## src/i2cmrr_pkg.sv

```systemverilog
// Shared types and constants for the I2C master register read block.
`default_nettype none

package i2cmrr_pkg;

    // Phase map of one transaction (128 phases)
    localparam logic [6:0] PH_W1   = 7'd3;    // device address, write
    localparam logic [6:0] PH_W2   = 7'd30;   // register address
    localparam logic [6:0] PH_RS   = 7'd57;   // repeated start
    localparam logic [6:0] PH_W3   = 7'd60;   // device address, read
    localparam logic [6:0] PH_R1   = 7'd87;   // first data byte, ACK
    localparam logic [6:0] PH_R2   = 7'd106;  // second data byte, NACK
    localparam logic [6:0] PH_STOP = 7'd125;  // stop
    localparam logic [6:0] PH_LAST = 7'd127;

    // Written byte: 8 bits of 3 phases, then ack release, ack sample, SCL low
    localparam logic [4:0] WR_BITS_END = 5'd24;
    localparam logic [4:0] WR_ACK_REL  = 5'd24;
    localparam logic [4:0] WR_ACK_SMP  = 5'd25;
    // Read byte: 8 bits of 2 phases, then ack drive, SCL high, SCL low
    localparam logic [4:0] RD_BITS_END = 5'd16;
    localparam logic [4:0] RD_LAST_BIT = 5'd14;
    localparam logic [4:0] RD_ACK_DRV  = 5'd16;
    localparam logic [4:0] RD_ACK_CLK  = 5'd17;

    // Sub-phase of one written bit
    localparam logic [1:0] SUB_DRIVE = 2'd0;
    localparam logic [1:0] SUB_RISE  = 2'd1;
    localparam logic [1:0] SUB_FALL  = 2'd2;

    localparam logic [6:0] DEV_ADDR_RST = 7'h0A;
    localparam logic       RW_READ      = 1'b1;
    localparam logic       RW_WRITE     = 1'b0;

    typedef struct packed {
        logic       action;
        logic [7:0] target_reg;
        logic       sda_in;
    } t_in_item;

    typedef struct packed {
        logic        scl_out;
        logic        sda_out;
        logic        busy_res;
        logic        done_res;
        logic [15:0] read_data;
        logic        nack_seen;
    } t_out_item;

endpackage

`default_nettype wire

```

## src/i2cmrr_in_if.sv

```systemverilog
// Input channel: one phase tick item with optional read request.
`default_nettype none

interface i2cmrr_in_if;
    logic       valid;
    logic       ready;
    logic       action;
    logic [7:0] target_reg;
    logic       sda_in;

    modport source (output valid, action, target_reg, sda_in, input ready);
    modport sink   (input valid, action, target_reg, sda_in, output ready);
endinterface

`default_nettype wire

```

## src/i2cmrr_out_if.sv

```systemverilog
// Output channel: line levels and transaction status for each tick.
`default_nettype none

interface i2cmrr_out_if;
    logic        valid;
    logic        ready;
    logic        scl_out;
    logic        sda_out;
    logic        busy_res;
    logic        done_res;
    logic [15:0] read_data;
    logic        nack_seen;

    modport source (output valid, scl_out, sda_out, busy_res, done_res, read_data,
                    nack_seen, input ready);
    modport sink   (input valid, scl_out, sda_out, busy_res, done_res, read_data,
                    nack_seen, output ready);
endinterface

`default_nettype wire

```

## src/i2c_master_register_read_unit.sv

```systemverilog
// Top level: input register, phase sequencer and output register.
//
//  channel | dir | handshake     | payload
//  i_in    | in  | valid/ready   | action, target_reg, sda_in
//  o_out   | out | valid/ready   | scl_out, sda_out, busy_res, done_res, read_data, nack_seen
//  cfg     | in  | i_cfg_we      | i_cfg_data (device_address)
//
// One item per cycle while the output is not stalled; an item is held in the input register and
// its result is then offered from the output register once it leaves the input register.
// The sequencer state advances when an item moves from the input register into
// the output register, so a stalled output holds the bus phase in place.
// Reset is synchronous; in.ready is low while reset is asserted.
// The device address resets to 0x0A and is used live at each address byte.
`default_nettype none

module i2c_master_register_read_unit (
    input  wire logic   i_clk,
    input  wire logic   i_rst_n,
    i2cmrr_in_if.sink   i_in,
    i2cmrr_out_if.source o_out,
    input  wire logic   i_cfg_we,
    input  wire logic [6:0] i_cfg_data
);

    logic                   r_in_valid;
    i2cmrr_pkg::t_in_item   r_in_item;
    logic                   r_out_valid;
    i2cmrr_pkg::t_out_item  r_out_item;
    logic [6:0]             r_dev_addr;

    logic                   step;
    i2cmrr_pkg::t_out_item  seq_res;

    // Stage advance and handshakes
    assign step       = r_in_valid && (!r_out_valid || o_out.ready);
    assign i_in.ready = i_rst_n && (!r_in_valid || step);

    // Device address register
    always_ff @(posedge i_clk) begin
        if (!i_rst_n) begin
            r_dev_addr <= i2cmrr_pkg::DEV_ADDR_RST;
        end else if (i_cfg_we) begin
            r_dev_addr <= i_cfg_data;
        end
    end

    // Input register
    always_ff @(posedge i_clk) begin
        if (!i_rst_n) begin
            r_in_valid <= 1'b0;
        end else if (i_in.ready) begin
            r_in_valid <= i_in.valid;
        end
    end

    always_ff @(posedge i_clk) begin
        if (i_in.ready && i_in.valid) begin
            r_in_item.action     <= i_in.action;
            r_in_item.target_reg <= i_in.target_reg;
            r_in_item.sda_in     <= i_in.sda_in;
        end
    end

    i2cmrr_seq u_seq (
        .i_clk      (i_clk),
        .i_rst_n    (i_rst_n),
        .i_step     (step),
        .i_item     (r_in_item),
        .i_dev_addr (r_dev_addr),
        .o_res      (seq_res)
    );

    // Output register
    always_ff @(posedge i_clk) begin
        if (!i_rst_n) begin
            r_out_valid <= 1'b0;
        end else if (step) begin
            r_out_valid <= 1'b1;
        end else if (o_out.ready) begin
            r_out_valid <= 1'b0;
        end
    end

    always_ff @(posedge i_clk) begin
        if (step) begin
            r_out_item <= seq_res;
        end
    end

    assign o_out.valid     = r_out_valid;
    assign o_out.scl_out   = r_out_item.scl_out;
    assign o_out.sda_out   = r_out_item.sda_out;
    assign o_out.busy_res  = r_out_item.busy_res;
    assign o_out.done_res  = r_out_item.done_res;
    assign o_out.read_data = r_out_item.read_data;
    assign o_out.nack_seen = r_out_item.nack_seen;

endmodule

`default_nettype wire

```

## src/i2cmrr_seq.sv

```systemverilog
// Phase sequencer: transaction state and the per-tick line and result logic.
`default_nettype none

module i2cmrr_seq (
    input  wire logic                   i_clk,
    input  wire logic                   i_rst_n,
    input  wire logic                   i_step,
    input  wire i2cmrr_pkg::t_in_item   i_item,
    input  wire logic [6:0]             i_dev_addr,
    output i2cmrr_pkg::t_out_item       o_res
);

    typedef enum logic [1:0] {
        SEG_START,
        SEG_WRITE,
        SEG_READ,
        SEG_STOP
    } t_seg;

    logic        r_active;
    logic [6:0]  r_phase;
    logic [1:0]  r_sub;      // phase mod 3, aligned with written bits
    logic        r_scl;
    logic        r_sda;
    logic [7:0]  r_latched;
    logic [7:0]  r_shift;
    logic [15:0] r_word;
    logic        r_nack;

    logic        n_active;
    logic [6:0]  n_phase;
    logic [1:0]  n_sub;
    logic        n_scl;
    logic        n_sda;
    logic [7:0]  n_latched;
    logic [7:0]  n_shift;
    logic [15:0] n_word;
    logic        n_nack;

    logic        start;
    logic        act;
    logic        done;
    logic [6:0]  p;
    logic [1:0]  sub;
    logic [7:0]  shift_b;
    t_seg        seg;
    logic [6:0]  base;
    logic [6:0]  off_full;
    logic [4:0]  off;
    logic [7:0]  wr_byte;
    logic        rd_upper;

    // Segment decode and one phase of bus activity
    always_comb begin
        start    = !r_active && i_item.action;
        act      = r_active || start;
        p        = start ? 7'd0 : r_phase;
        sub      = start ? i2cmrr_pkg::SUB_DRIVE : r_sub;
        shift_b  = start ? 8'd0 : r_shift;
        n_latched = start ? i_item.target_reg : r_latched;
        n_word   = start ? 16'd0 : r_word;
        n_nack   = start ? 1'b0 : r_nack;
        n_shift  = shift_b;
        n_scl    = r_scl;
        n_sda    = r_sda;
        rd_upper = 1'b1;
        wr_byte  = {i_dev_addr, i2cmrr_pkg::RW_WRITE};

        if (p < i2cmrr_pkg::PH_W1) begin
            seg  = SEG_START;
            base = 7'd0;
        end else if (p < i2cmrr_pkg::PH_W2) begin
            seg  = SEG_WRITE;
            base = i2cmrr_pkg::PH_W1;
        end else if (p < i2cmrr_pkg::PH_RS) begin
            seg     = SEG_WRITE;
            base    = i2cmrr_pkg::PH_W2;
            wr_byte = n_latched;
        end else if (p < i2cmrr_pkg::PH_W3) begin
            seg  = SEG_START;
            base = i2cmrr_pkg::PH_RS;
        end else if (p < i2cmrr_pkg::PH_R1) begin
            seg     = SEG_WRITE;
            base    = i2cmrr_pkg::PH_W3;
            wr_byte = {i_dev_addr, i2cmrr_pkg::RW_READ};
        end else if (p < i2cmrr_pkg::PH_R2) begin
            seg  = SEG_READ;
            base = i2cmrr_pkg::PH_R1;
        end else if (p < i2cmrr_pkg::PH_STOP) begin
            seg      = SEG_READ;
            base     = i2cmrr_pkg::PH_R2;
            rd_upper = 1'b0;
        end else begin
            seg  = SEG_STOP;
            base = i2cmrr_pkg::PH_STOP;
        end

        off_full = p - base;
        off      = off_full[4:0];

        if (act) begin
            case (seg)
                SEG_START: begin
                    if (off == 5'd0) begin
                        n_sda = 1'b1;
                        n_scl = 1'b1;
                    end else if (off == 5'd1) begin
                        n_sda = 1'b0;
                    end else begin
                        n_scl = 1'b0;
                    end
                end
                SEG_WRITE: begin
                    if (off < i2cmrr_pkg::WR_BITS_END) begin
                        case (sub)
                            i2cmrr_pkg::SUB_DRIVE: begin
                                if (off == 5'd0) begin
                                    n_shift = wr_byte;
                                end
                                n_sda = n_shift[7];
                            end
                            i2cmrr_pkg::SUB_RISE: begin
                                n_scl = 1'b1;
                            end
                            default: begin
                                n_scl   = 1'b0;
                                n_shift = {shift_b[6:0], 1'b0};
                            end
                        endcase
                    end else if (off == i2cmrr_pkg::WR_ACK_REL) begin
                        n_sda = 1'b1;
                    end else if (off == i2cmrr_pkg::WR_ACK_SMP) begin
                        n_scl = 1'b1;
                        if (i_item.sda_in) begin
                            n_nack = 1'b1;
                        end
                    end else begin
                        n_scl = 1'b0;
                    end
                end
                SEG_READ: begin
                    if (off < i2cmrr_pkg::RD_BITS_END) begin
                        if (!off[0]) begin
                            n_sda   = 1'b1;
                            n_scl   = 1'b1;
                            n_shift = {shift_b[6:0], i_item.sda_in};
                            if (off == i2cmrr_pkg::RD_LAST_BIT) begin
                                if (rd_upper) begin
                                    n_word = {n_shift, n_word[7:0]};
                                end else begin
                                    n_word = {n_word[15:8], n_shift};
                                end
                            end
                        end else begin
                            n_scl = 1'b0;
                        end
                    end else if (off == i2cmrr_pkg::RD_ACK_DRV) begin
                        // ACK on the first byte, NACK on the second
                        n_sda = !rd_upper;
                    end else if (off == i2cmrr_pkg::RD_ACK_CLK) begin
                        n_scl = 1'b1;
                    end else begin
                        n_scl = 1'b0;
                    end
                end
                default: begin
                    if (off == 5'd0) begin
                        n_sda = 1'b0;
                    end else if (off == 5'd1) begin
                        n_scl = 1'b1;
                    end else begin
                        n_sda = 1'b1;
                    end
                end
            endcase
        end

        // Phase advance
        done = act && (p == i2cmrr_pkg::PH_LAST);
        if (!act) begin
            n_active = 1'b0;
            n_phase  = r_phase;
            n_sub    = r_sub;
        end else if (done) begin
            n_active = 1'b0;
            n_phase  = 7'd0;
            n_sub    = i2cmrr_pkg::SUB_DRIVE;
        end else begin
            n_active = 1'b1;
            n_phase  = p + 7'd1;
            n_sub    = (sub == i2cmrr_pkg::SUB_FALL) ? i2cmrr_pkg::SUB_DRIVE : sub + 2'd1;
        end

        o_res.scl_out   = n_scl;
        o_res.sda_out   = n_sda;
        o_res.busy_res  = act;
        o_res.done_res  = done;
        o_res.read_data = done ? n_word : 16'd0;
        o_res.nack_seen = done && n_nack;
    end

    // Control state
    always_ff @(posedge i_clk) begin
        if (!i_rst_n) begin
            r_active <= 1'b0;
            r_phase  <= 7'd0;
            r_sub    <= i2cmrr_pkg::SUB_DRIVE;
            r_scl    <= 1'b1;
            r_sda    <= 1'b1;
        end else if (i_step) begin
            r_active <= n_active;
            r_phase  <= n_phase;
            r_sub    <= n_sub;
            r_scl    <= n_scl;
            r_sda    <= n_sda;
        end
    end

    // Data state, reloaded at each transaction start
    always_ff @(posedge i_clk) begin
        if (i_step) begin
            r_latched <= n_latched;
            r_shift   <= n_shift;
            r_word    <= n_word;
            r_nack    <= n_nack;
        end
    end

endmodule

`default_nettype wire

```

## src/flat_wrapper.sv

```systemverilog
// flat-port wrapper written by rule: the top's interface ports become plain ports
module i2c_master_register_read_unit_flat 
  (i_clk, i_rst_n, i_cfg_we, i_cfg_data, i_in_valid, i_in_action, i_in_target_reg, i_in_sda_in, i_in_ready, o_out_valid, o_out_scl_out, o_out_sda_out, o_out_busy_res, o_out_done_res, o_out_read_data, o_out_nack_seen, o_out_ready);
  i2cmrr_in_if i_in_i ();
  i2cmrr_out_if o_out_i ();
  input  wire logic i_clk;
  input  wire logic i_rst_n;
  input  wire logic i_cfg_we;
  input  wire logic [6:0] i_cfg_data;
  input wire logic [$bits(i_in_i.valid)-1:0] i_in_valid;
  input wire logic [$bits(i_in_i.action)-1:0] i_in_action;
  input wire logic [$bits(i_in_i.target_reg)-1:0] i_in_target_reg;
  input wire logic [$bits(i_in_i.sda_in)-1:0] i_in_sda_in;
  output wire logic [$bits(i_in_i.ready)-1:0] i_in_ready;
  output wire logic [$bits(o_out_i.valid)-1:0] o_out_valid;
  output wire logic [$bits(o_out_i.scl_out)-1:0] o_out_scl_out;
  output wire logic [$bits(o_out_i.sda_out)-1:0] o_out_sda_out;
  output wire logic [$bits(o_out_i.busy_res)-1:0] o_out_busy_res;
  output wire logic [$bits(o_out_i.done_res)-1:0] o_out_done_res;
  output wire logic [$bits(o_out_i.read_data)-1:0] o_out_read_data;
  output wire logic [$bits(o_out_i.nack_seen)-1:0] o_out_nack_seen;
  input wire logic [$bits(o_out_i.ready)-1:0] o_out_ready;
  assign i_in_i.valid = i_in_valid;
  assign i_in_i.action = i_in_action;
  assign i_in_i.target_reg = i_in_target_reg;
  assign i_in_i.sda_in = i_in_sda_in;
  assign i_in_ready = i_in_i.ready;
  assign o_out_valid = o_out_i.valid;
  assign o_out_scl_out = o_out_i.scl_out;
  assign o_out_sda_out = o_out_i.sda_out;
  assign o_out_busy_res = o_out_i.busy_res;
  assign o_out_done_res = o_out_i.done_res;
  assign o_out_read_data = o_out_i.read_data;
  assign o_out_nack_seen = o_out_i.nack_seen;
  assign o_out_i.ready = o_out_ready;
  i2c_master_register_read_unit u_core (.i_clk(i_clk), .i_rst_n(i_rst_n), .i_in(i_in_i), .o_out(o_out_i), .i_cfg_we(i_cfg_we), .i_cfg_data(i_cfg_data));
endmodule
```

## config.mk

```make
export PLATFORM = sky130hd
export DESIGN_NAME = i2c_master_register_read_unit_flat
export DESIGN_NICKNAME = d
export VERILOG_FILES = /design/src/i2cmrr_pkg.sv /design/src/i2cmrr_in_if.sv /design/src/i2cmrr_out_if.sv /design/src/i2c_master_register_read_unit.sv /design/src/i2cmrr_seq.sv /design/src/flat_wrapper.sv
export SDC_FILE = /design/constraint.sdc
export NUM_CORES = 1
export LEC_CHECK = 0
export BUFFER_PORTS_ARGS = -buffer_cell sky130_fd_sc_hd__clkbuf_2
export CAP_MARGIN = 20
export CORE_MARGIN = 10
export CORE_UTILIZATION = 60
export CTS_CLUSTER_SIZE = 20
export DETAILED_ROUTE_END_ITERATION = 16
export MAX_ROUTING_LAYER = met4
export PLACE_DENSITY = 0.8
export SLEW_MARGIN = 30
export SYNTH_ARGS = -nofsm -noshare
export SYNTH_HDL_FRONTEND = slang
export SYNTH_SLANG_ARGS = --single-unit
```

## constraint.sdc

```tcl
create_clock -name i_clk -period 6.6 [get_ports i_clk]
set_input_delay 0.99 -clock i_clk [delete_from_list [all_inputs] [get_ports i_clk]]
set_output_delay 0.99 -clock i_clk [all_outputs]
set_load 0.01 [all_outputs]
```

==> results.cfg, run 1 <==
[final_layout]
syn2layout_area_growth_pct = 9.64
finish.net_count = 568
diodes = 0
layout-drive-gt1-share = 0.166
nFillCells = 642

[drt]
firstDrtPassIters = 5
final_antenna_net_count = 0
avgRoutedWirePerCell_um = 20.1
top_layer_used = met4
dr.first_iter.drc_count = 351
drc_errors = 0
via_per_inst = 6.54
met3_length_um = 819
wl_met2_mm = 6.35
vias = 4234
routed_wl_mm = 13.0
drt-met1-wl_mm = 5.59

[synth]
yosysUniqueCellTypes = 62
syn_avg_cell_area_sq_um = 9.90
ys_warn_count = 0
ys.flop_type = edfxtp_1
syn-cell-area_sq_mm = 0.00502
synth_nets = 538
synth_edf_count = 64
yosysSeqAreaShare = 0.466
syn_inst = 507
ys_async_sr_fraction = 0
synth-seq-cells = 85

[setup_path]
start_kind = flip-flop
cp_top_family = simple AND/OR/NAND/NOR gates
cp_max_fo = 22
max_stage_delay_ns = 0.85
crit_chain = nand2b_1 -> o2111ai_1 -> nor2b_1 -> nor2_1 -> o21ai_0 -> a21boi_0 -> ha_1 -> inv_1 -> fa_1 -> a21o_1 -> a221oi_2 -> a211oi_2 -> nor3_2 -> nand4_1 -> mux2_2 -> a22o_1
end_kind = flip-flop
timing.critical_path.buf_inv = 1
path_class = flip-flop to flip-flop
required_ns = 6.70
critPathSlowestCell = dfxtp_1
arrival_ns = 5.71

[timing]
hold_viol_final = 0
setup_ws_ns = 0.989
fin_crit_ns = 5.61
drv_slew = 0
finClkSkew_ns = 0.0165
rsz0062_at_grt = no
period_share = 0.850
fin_setup_tns_ns = 0
setup_viol = 0
worst_slew_pin_slew_ns = 0.871
fmax_mhz = 178
maxSlewHeadroom = 0.413

[cts]
numClockSinks = 85
cts-resized-gates = 0
cts-root-buf = clkbuf_8
cts_tree = built
htreeDepth = 3
clk_latency_ns = 0.36
postCtsSetupRepairBufs = 0
cts_buffers = 9
cts_hold_buf = 0
clk_path_buf_depth = 2
path_clk_slew_ns = 0.08

[floorplanning]
initial_core_util = 0.614
ios = 45
die_y_um = 111
fp.dieArea_sq_mm = 0.0124
die_x_um = 111
core-area_sq_mm = 0.00818
placementRows = 33

[grt]
grt_overflow = 0
grt_usage = 0.211
grt_max_degree = 58
grt_pass1_wl_mm = 21.3
grt_pass1_vias = 4182
antenna_found_initial = 0

[power_and_ir_drop]
p_leak_nw = 2.04
powerDensity_mw_per_mm2 = 203
ir_drop_v = 0.000185

[placement]
pre_cts_slack_ns = 1.05
io_buffers = 44
dp_hpwl_mm = 9.21
place_congestion = 0.962

[min_path]
hold_path.class = flip-flop to flip-flop

[job]
maxCapViolations = 0

[outcome]
status = complete, no violations
## state kept, by name, indices dropped and copies added (netlist names), 2 cells and up
| register | count |
|---|---|
| u_core.u_seq.r_sub | 2 |
| u_core.o_out.read_data | 16 |
| u_core.u_seq.r_shift | 8 |
| u_core.r_dev_addr | 7 |
| u_core.u_seq.r_phase | 7 |
| u_core.u_seq.r_word | 16 |
| u_core.r_in_item | 10 |
| u_core.u_seq.r_latched | 8 |
## tightest hold or removal path: cells and delay by family (launching register included)
kind          cells  cell delay [ns]
mux               1             0.07
simple gates      1             0.06
flops             1             0.34
## cell usage after synthesis, types with 3 or more instances
cell,number,area share
o22ai_1,6,0.0075
a211oi_1,3,0.0045
ha_1,8,0.020
a31oi_1,7,0.0087
clkinv_1,3,0.0022
nor4_1,3,0.0037
o31ai_1,10,0.015
nand3_1,11,0.011
a22oi_1,6,0.0090
inv_1,10,0.0075
a22o_1,16,0.028
dfxtp_1,21,0.084
a21o_1,5,0.0075
nand2b_1,5,0.0062
o21ai_0,34,0.034
edfxtp_1,64,0.38
and3_1,3,0.0037
mux2i_1,17,0.034
a21oi_1,31,0.031
o211ai_1,5,0.0075
nor2b_1,20,0.025
buf_2,5,0.0050
mux2_2,16,0.036
nand2_1,54,0.040
a21boi_0,4,0.0060
nor3_1,7,0.0070
o21a_1,8,0.012
and2_1,13,0.016
a41o_1,3,0.0060
o2111ai_1,5,0.0087
nor2_1,37,0.028
nand4_1,3,0.0037
a41oi_1,3,0.0052
clkbuf_1,24,0.018
## final cells by class
class	instances	area, sq um	area share
Inverter	13	48.8	0.00886
Clock inverter	5	82.6	0.0150
Clock buffer	11	131	0.0239
Sequential cell	85	2340	0.425
Tap cell	105	131	0.0239
Multi-Input combinational cell	379	2510	0.456
Timing Repair Buffer	49	258	0.0468
## metrics by stage
stage / util / hold slack, ns / instance area, sq um / total power [mW] / cells
global route: 0.673 / 0.521 / 5510 / 1.16 / 647
CTS: 0.673 / 0.488 / 5510 / 1.12 / 647
detailed placement: 0.647 / 0.468 / 5290 / 0.729 / 631
finish: 0.673 / 0.486 / 5510 / 1.12 / 647
floorplan: - / 0.439 / 5020 / 0.691 / 507
global placement: 0.647 / 0.462 / 5290 / 0.726 / 631
## layer usage
metal | vias to the layer above | track usage
li1 | 1988 | -
met5 | - | -
met2 | 178 | 0.343
met4 | 0 | 0.0711
met1 | 2040 | 0.258
met3 | 28 | 0.0403
## where the power goes
group / internal (mW) / switching [mW] / total [mW]
sequential: 0.602 / 0.0181 / 0.620
clock: 0.215 / 0.185 / 0.400
combinational: 0.0379 / 0.0599 / 0.0978
total: 0.855 / 0.263 / 1.12
## cells in the final DEF (no fill, tap or decap), types with 4 or more instances in the layout
cell type  synthesis  final
a22o_1            16     16
a21oi_1           31     31
o21a_1             8      8
nor2b_1           20     20
and2_1            13     13
nand3_1           11     11
clkbuf_2           0     44
o2111ai_1          5      5
a31oi_1            7      7
mux2_2            16     16
a22oi_1            6      6
inv_1             10      9
o22ai_1            6      6
edfxtp_1          64     64
a21o_1             5      5
o21ai_0           34     34
dfxtp_1           21     21
o211ai_1           5      5
nand2b_1           5      5
nand2_1           54     54
a21boi_0           4      4
buf_4              0      5
nor2_1            37     37
clkbuf_8           0      9
mux2i_1           17     17
ha_1               8      8
nor3_1             7      7
o31ai_1           10     10
## logic make-up after synthesis
kind of cell,Yosys count,synth area share
compound gates,168,0.241
mux,33,0.0698
simple gates,168,0.164
xor+xnor,1,0.00174
flops,85,0.466
buf+inv,43,0.0334
fa+ha+maj,9,0.0239
## worst paths after layout
path                              start                endpoint  slack (ns)  cells after the start
setup / recovery  u_core.u_seq.r_active  u_core.u_seq.r_word[5]        0.99                     16
hold / removal     u_core.r_dev_addr[1]    u_core.r_dev_addr[1]        0.49                      2
setup reg to reg  u_core.u_seq.r_active  u_core.u_seq.r_word[5]        0.99                     16
hold reg to reg    u_core.r_dev_addr[1]    u_core.r_dev_addr[1]        0.49                      2
(Power assumes the default switching activity.)
==> run 2, diff against run 1 <==
CORE_ASPECT_RATIO = 2   (was default)
==> results.cfg, run 2 (synthesis gave the netlist of run 1 again) <==
[drt]
drc_errors = 0
firstDrtPassIters = 7
avgRoutedWirePerCell_um = 22.6
routed_wl_mm = 14.5
vias = 4344
dr.first_iter.drc_count = 501
via_per_inst = 6.77
final_antenna_net_count = 0

[floorplanning]
die_y_um = 149
die_x_um = 84.7
initial_core_util = 0.610
core-area_sq_mm = 0.00823
placementRows = 47
ios = 45
fp.dieArea_sq_mm = 0.0126

[final_layout]
syn2layout_area_growth_pct = 11.8
layout_common_cells = edfxtp_1 (64), nand2_1 (54), clkbuf_2 (44), nor2_1 (37), o21ai_0 (34)
final_core_util = 0.682
seqCellArea_sq_mm = 0.00234
diodes = 0
final_area_sq_mm = 0.00561
finish.net_count = 570
nFillCells = 625
layout_commonest_cell = edfxtp_1
layout-drive-gt1-share = 0.173
multi_input_area_sq_mm = 0.00251

[outcome]
status = complete, no violations

[cts]
clk_latency_ns = 0.35
postCtsSetupRepairBufs = 0
path_clk_slew_ns = 0.07
cts_buffers = 9
numClockSinks = 85
cts_hold_buf = 0
clk_path_buf_depth = 2
cts-root-buf = clkbuf_16
cts-resized-gates = 0
cts_tree = built
htreeDepth = 3

[grt]
grt_pass1_wl_mm = 22.8
grt_max_degree = 43
grt_usage = 0.232
grt_overflow = 0
antenna_found_initial = 0
grt_pass1_vias = 4405

[power_and_ir_drop]
powerDensity_mw_per_mm2 = 225
ir_drop_v = 0.000190
p_leak_nw = 2.09

[timing]
maxSlewHeadroom = 0.432
rsz0062_at_grt = no
worst_slew_pin_slew_ns = 0.853
fin_crit_ns = 5.49
fin_setup_tns_ns = 0
drv_slew = 0
hold_ws_ns = 0.502
hold_viol_final = 0
setup_viol = 0
period_share = 0.832
fmax_mhz = 182
finClkSkew_ns = 0.0122

[setup_path]
path_class = flip-flop to flip-flop
cp_max_fo = 14
end_kind = flip-flop
cp_top_family = compound AO/OA/AOI/OAI gates
timing.critical_path.buf_inv = 1
required_ns = 6.69
max_stage_delay_ns = 0.84
critPathSlowestCell = a2111oi_4
start_kind = flip-flop
crit_chain = nand2_1 -> nor3b_1 -> o21a_1 -> o211ai_1 -> nor2_1 -> o21ai_0 -> a21boi_0 -> ha_1 -> inv_1 -> fa_1 -> a21o_1 -> a221oi_2 -> o22ai_1 -> a2111oi_4 -> mux2_2 -> a22o_1
arrival_ns = 5.58

[placement]
dpl_cell_area_sq_mm = 0.00530
io_buffers = 44
dp_hpwl_mm = 10.6
place_congestion = 0.984

[min_path]
hold_path.class = flip-flop to flip-flop

[job]
maxCapViolations = 0
-- run 2: layer usage --
metal | GRT usage | part of all wire
met5 | - | 0
met4 | 0.167 | 0.076
met3 | 0.0443 | 0.063
met2 | 0.394 | 0.51
met1 | 0.231 | 0.35
-- run 2: cell type report --
class | instances | area share
repair buffers | 51 | 0.0486
inverters | 13 | 0.00869
clock inverters | 6 | 0.0138
flip-flops and latches | 85 | 0.417
clock buffers | 10 | 0.0426
multi-input cells | 379 | 0.447
well taps | 98 | 0.0218
-- run 2: metrics by stage --
step	std cells	setup slack [ns]	total power, mW
finish	642	1.11	1.26
global route	642	0.674	1.30
CTS	642	1.18	1.26
detailed placement	626	1.20	0.733
global placement	626	1.28	0.728
floorplan	507	2.01	0.691
-- run 2: worst paths after layout --
check | cells after the start | slack (ns) | start | end
setup / recovery | 16 | 1.11 | u_core.u_seq.r_phase[1] | u_core.u_seq.r_word[12]
hold / removal | 2 | 0.50 | u_core.r_dev_addr[3] | u_core.r_dev_addr[3]
setup reg to reg | 16 | 1.11 | u_core.u_seq.r_phase[1] | u_core.u_seq.r_word[12]
hold reg to reg | 2 | 0.50 | u_core.r_dev_addr[3] | u_core.r_dev_addr[3]
-- run 2: power breakdown --
part | switching, mW | internal (mW) | total, mW
logic | 0.0646 | 0.0387 | 0.103
registers | 0.0171 | 0.602 | 0.619
clock network | 0.228 | 0.311 | 0.539
total | 0.310 | 0.952 | 1.26
-- run 2: tightest hold or removal path: stages, from the launching register on --
cell and delay, ns:
dfxtp_1 0.34, mux2i_1 0.07, nand2_1 0.06
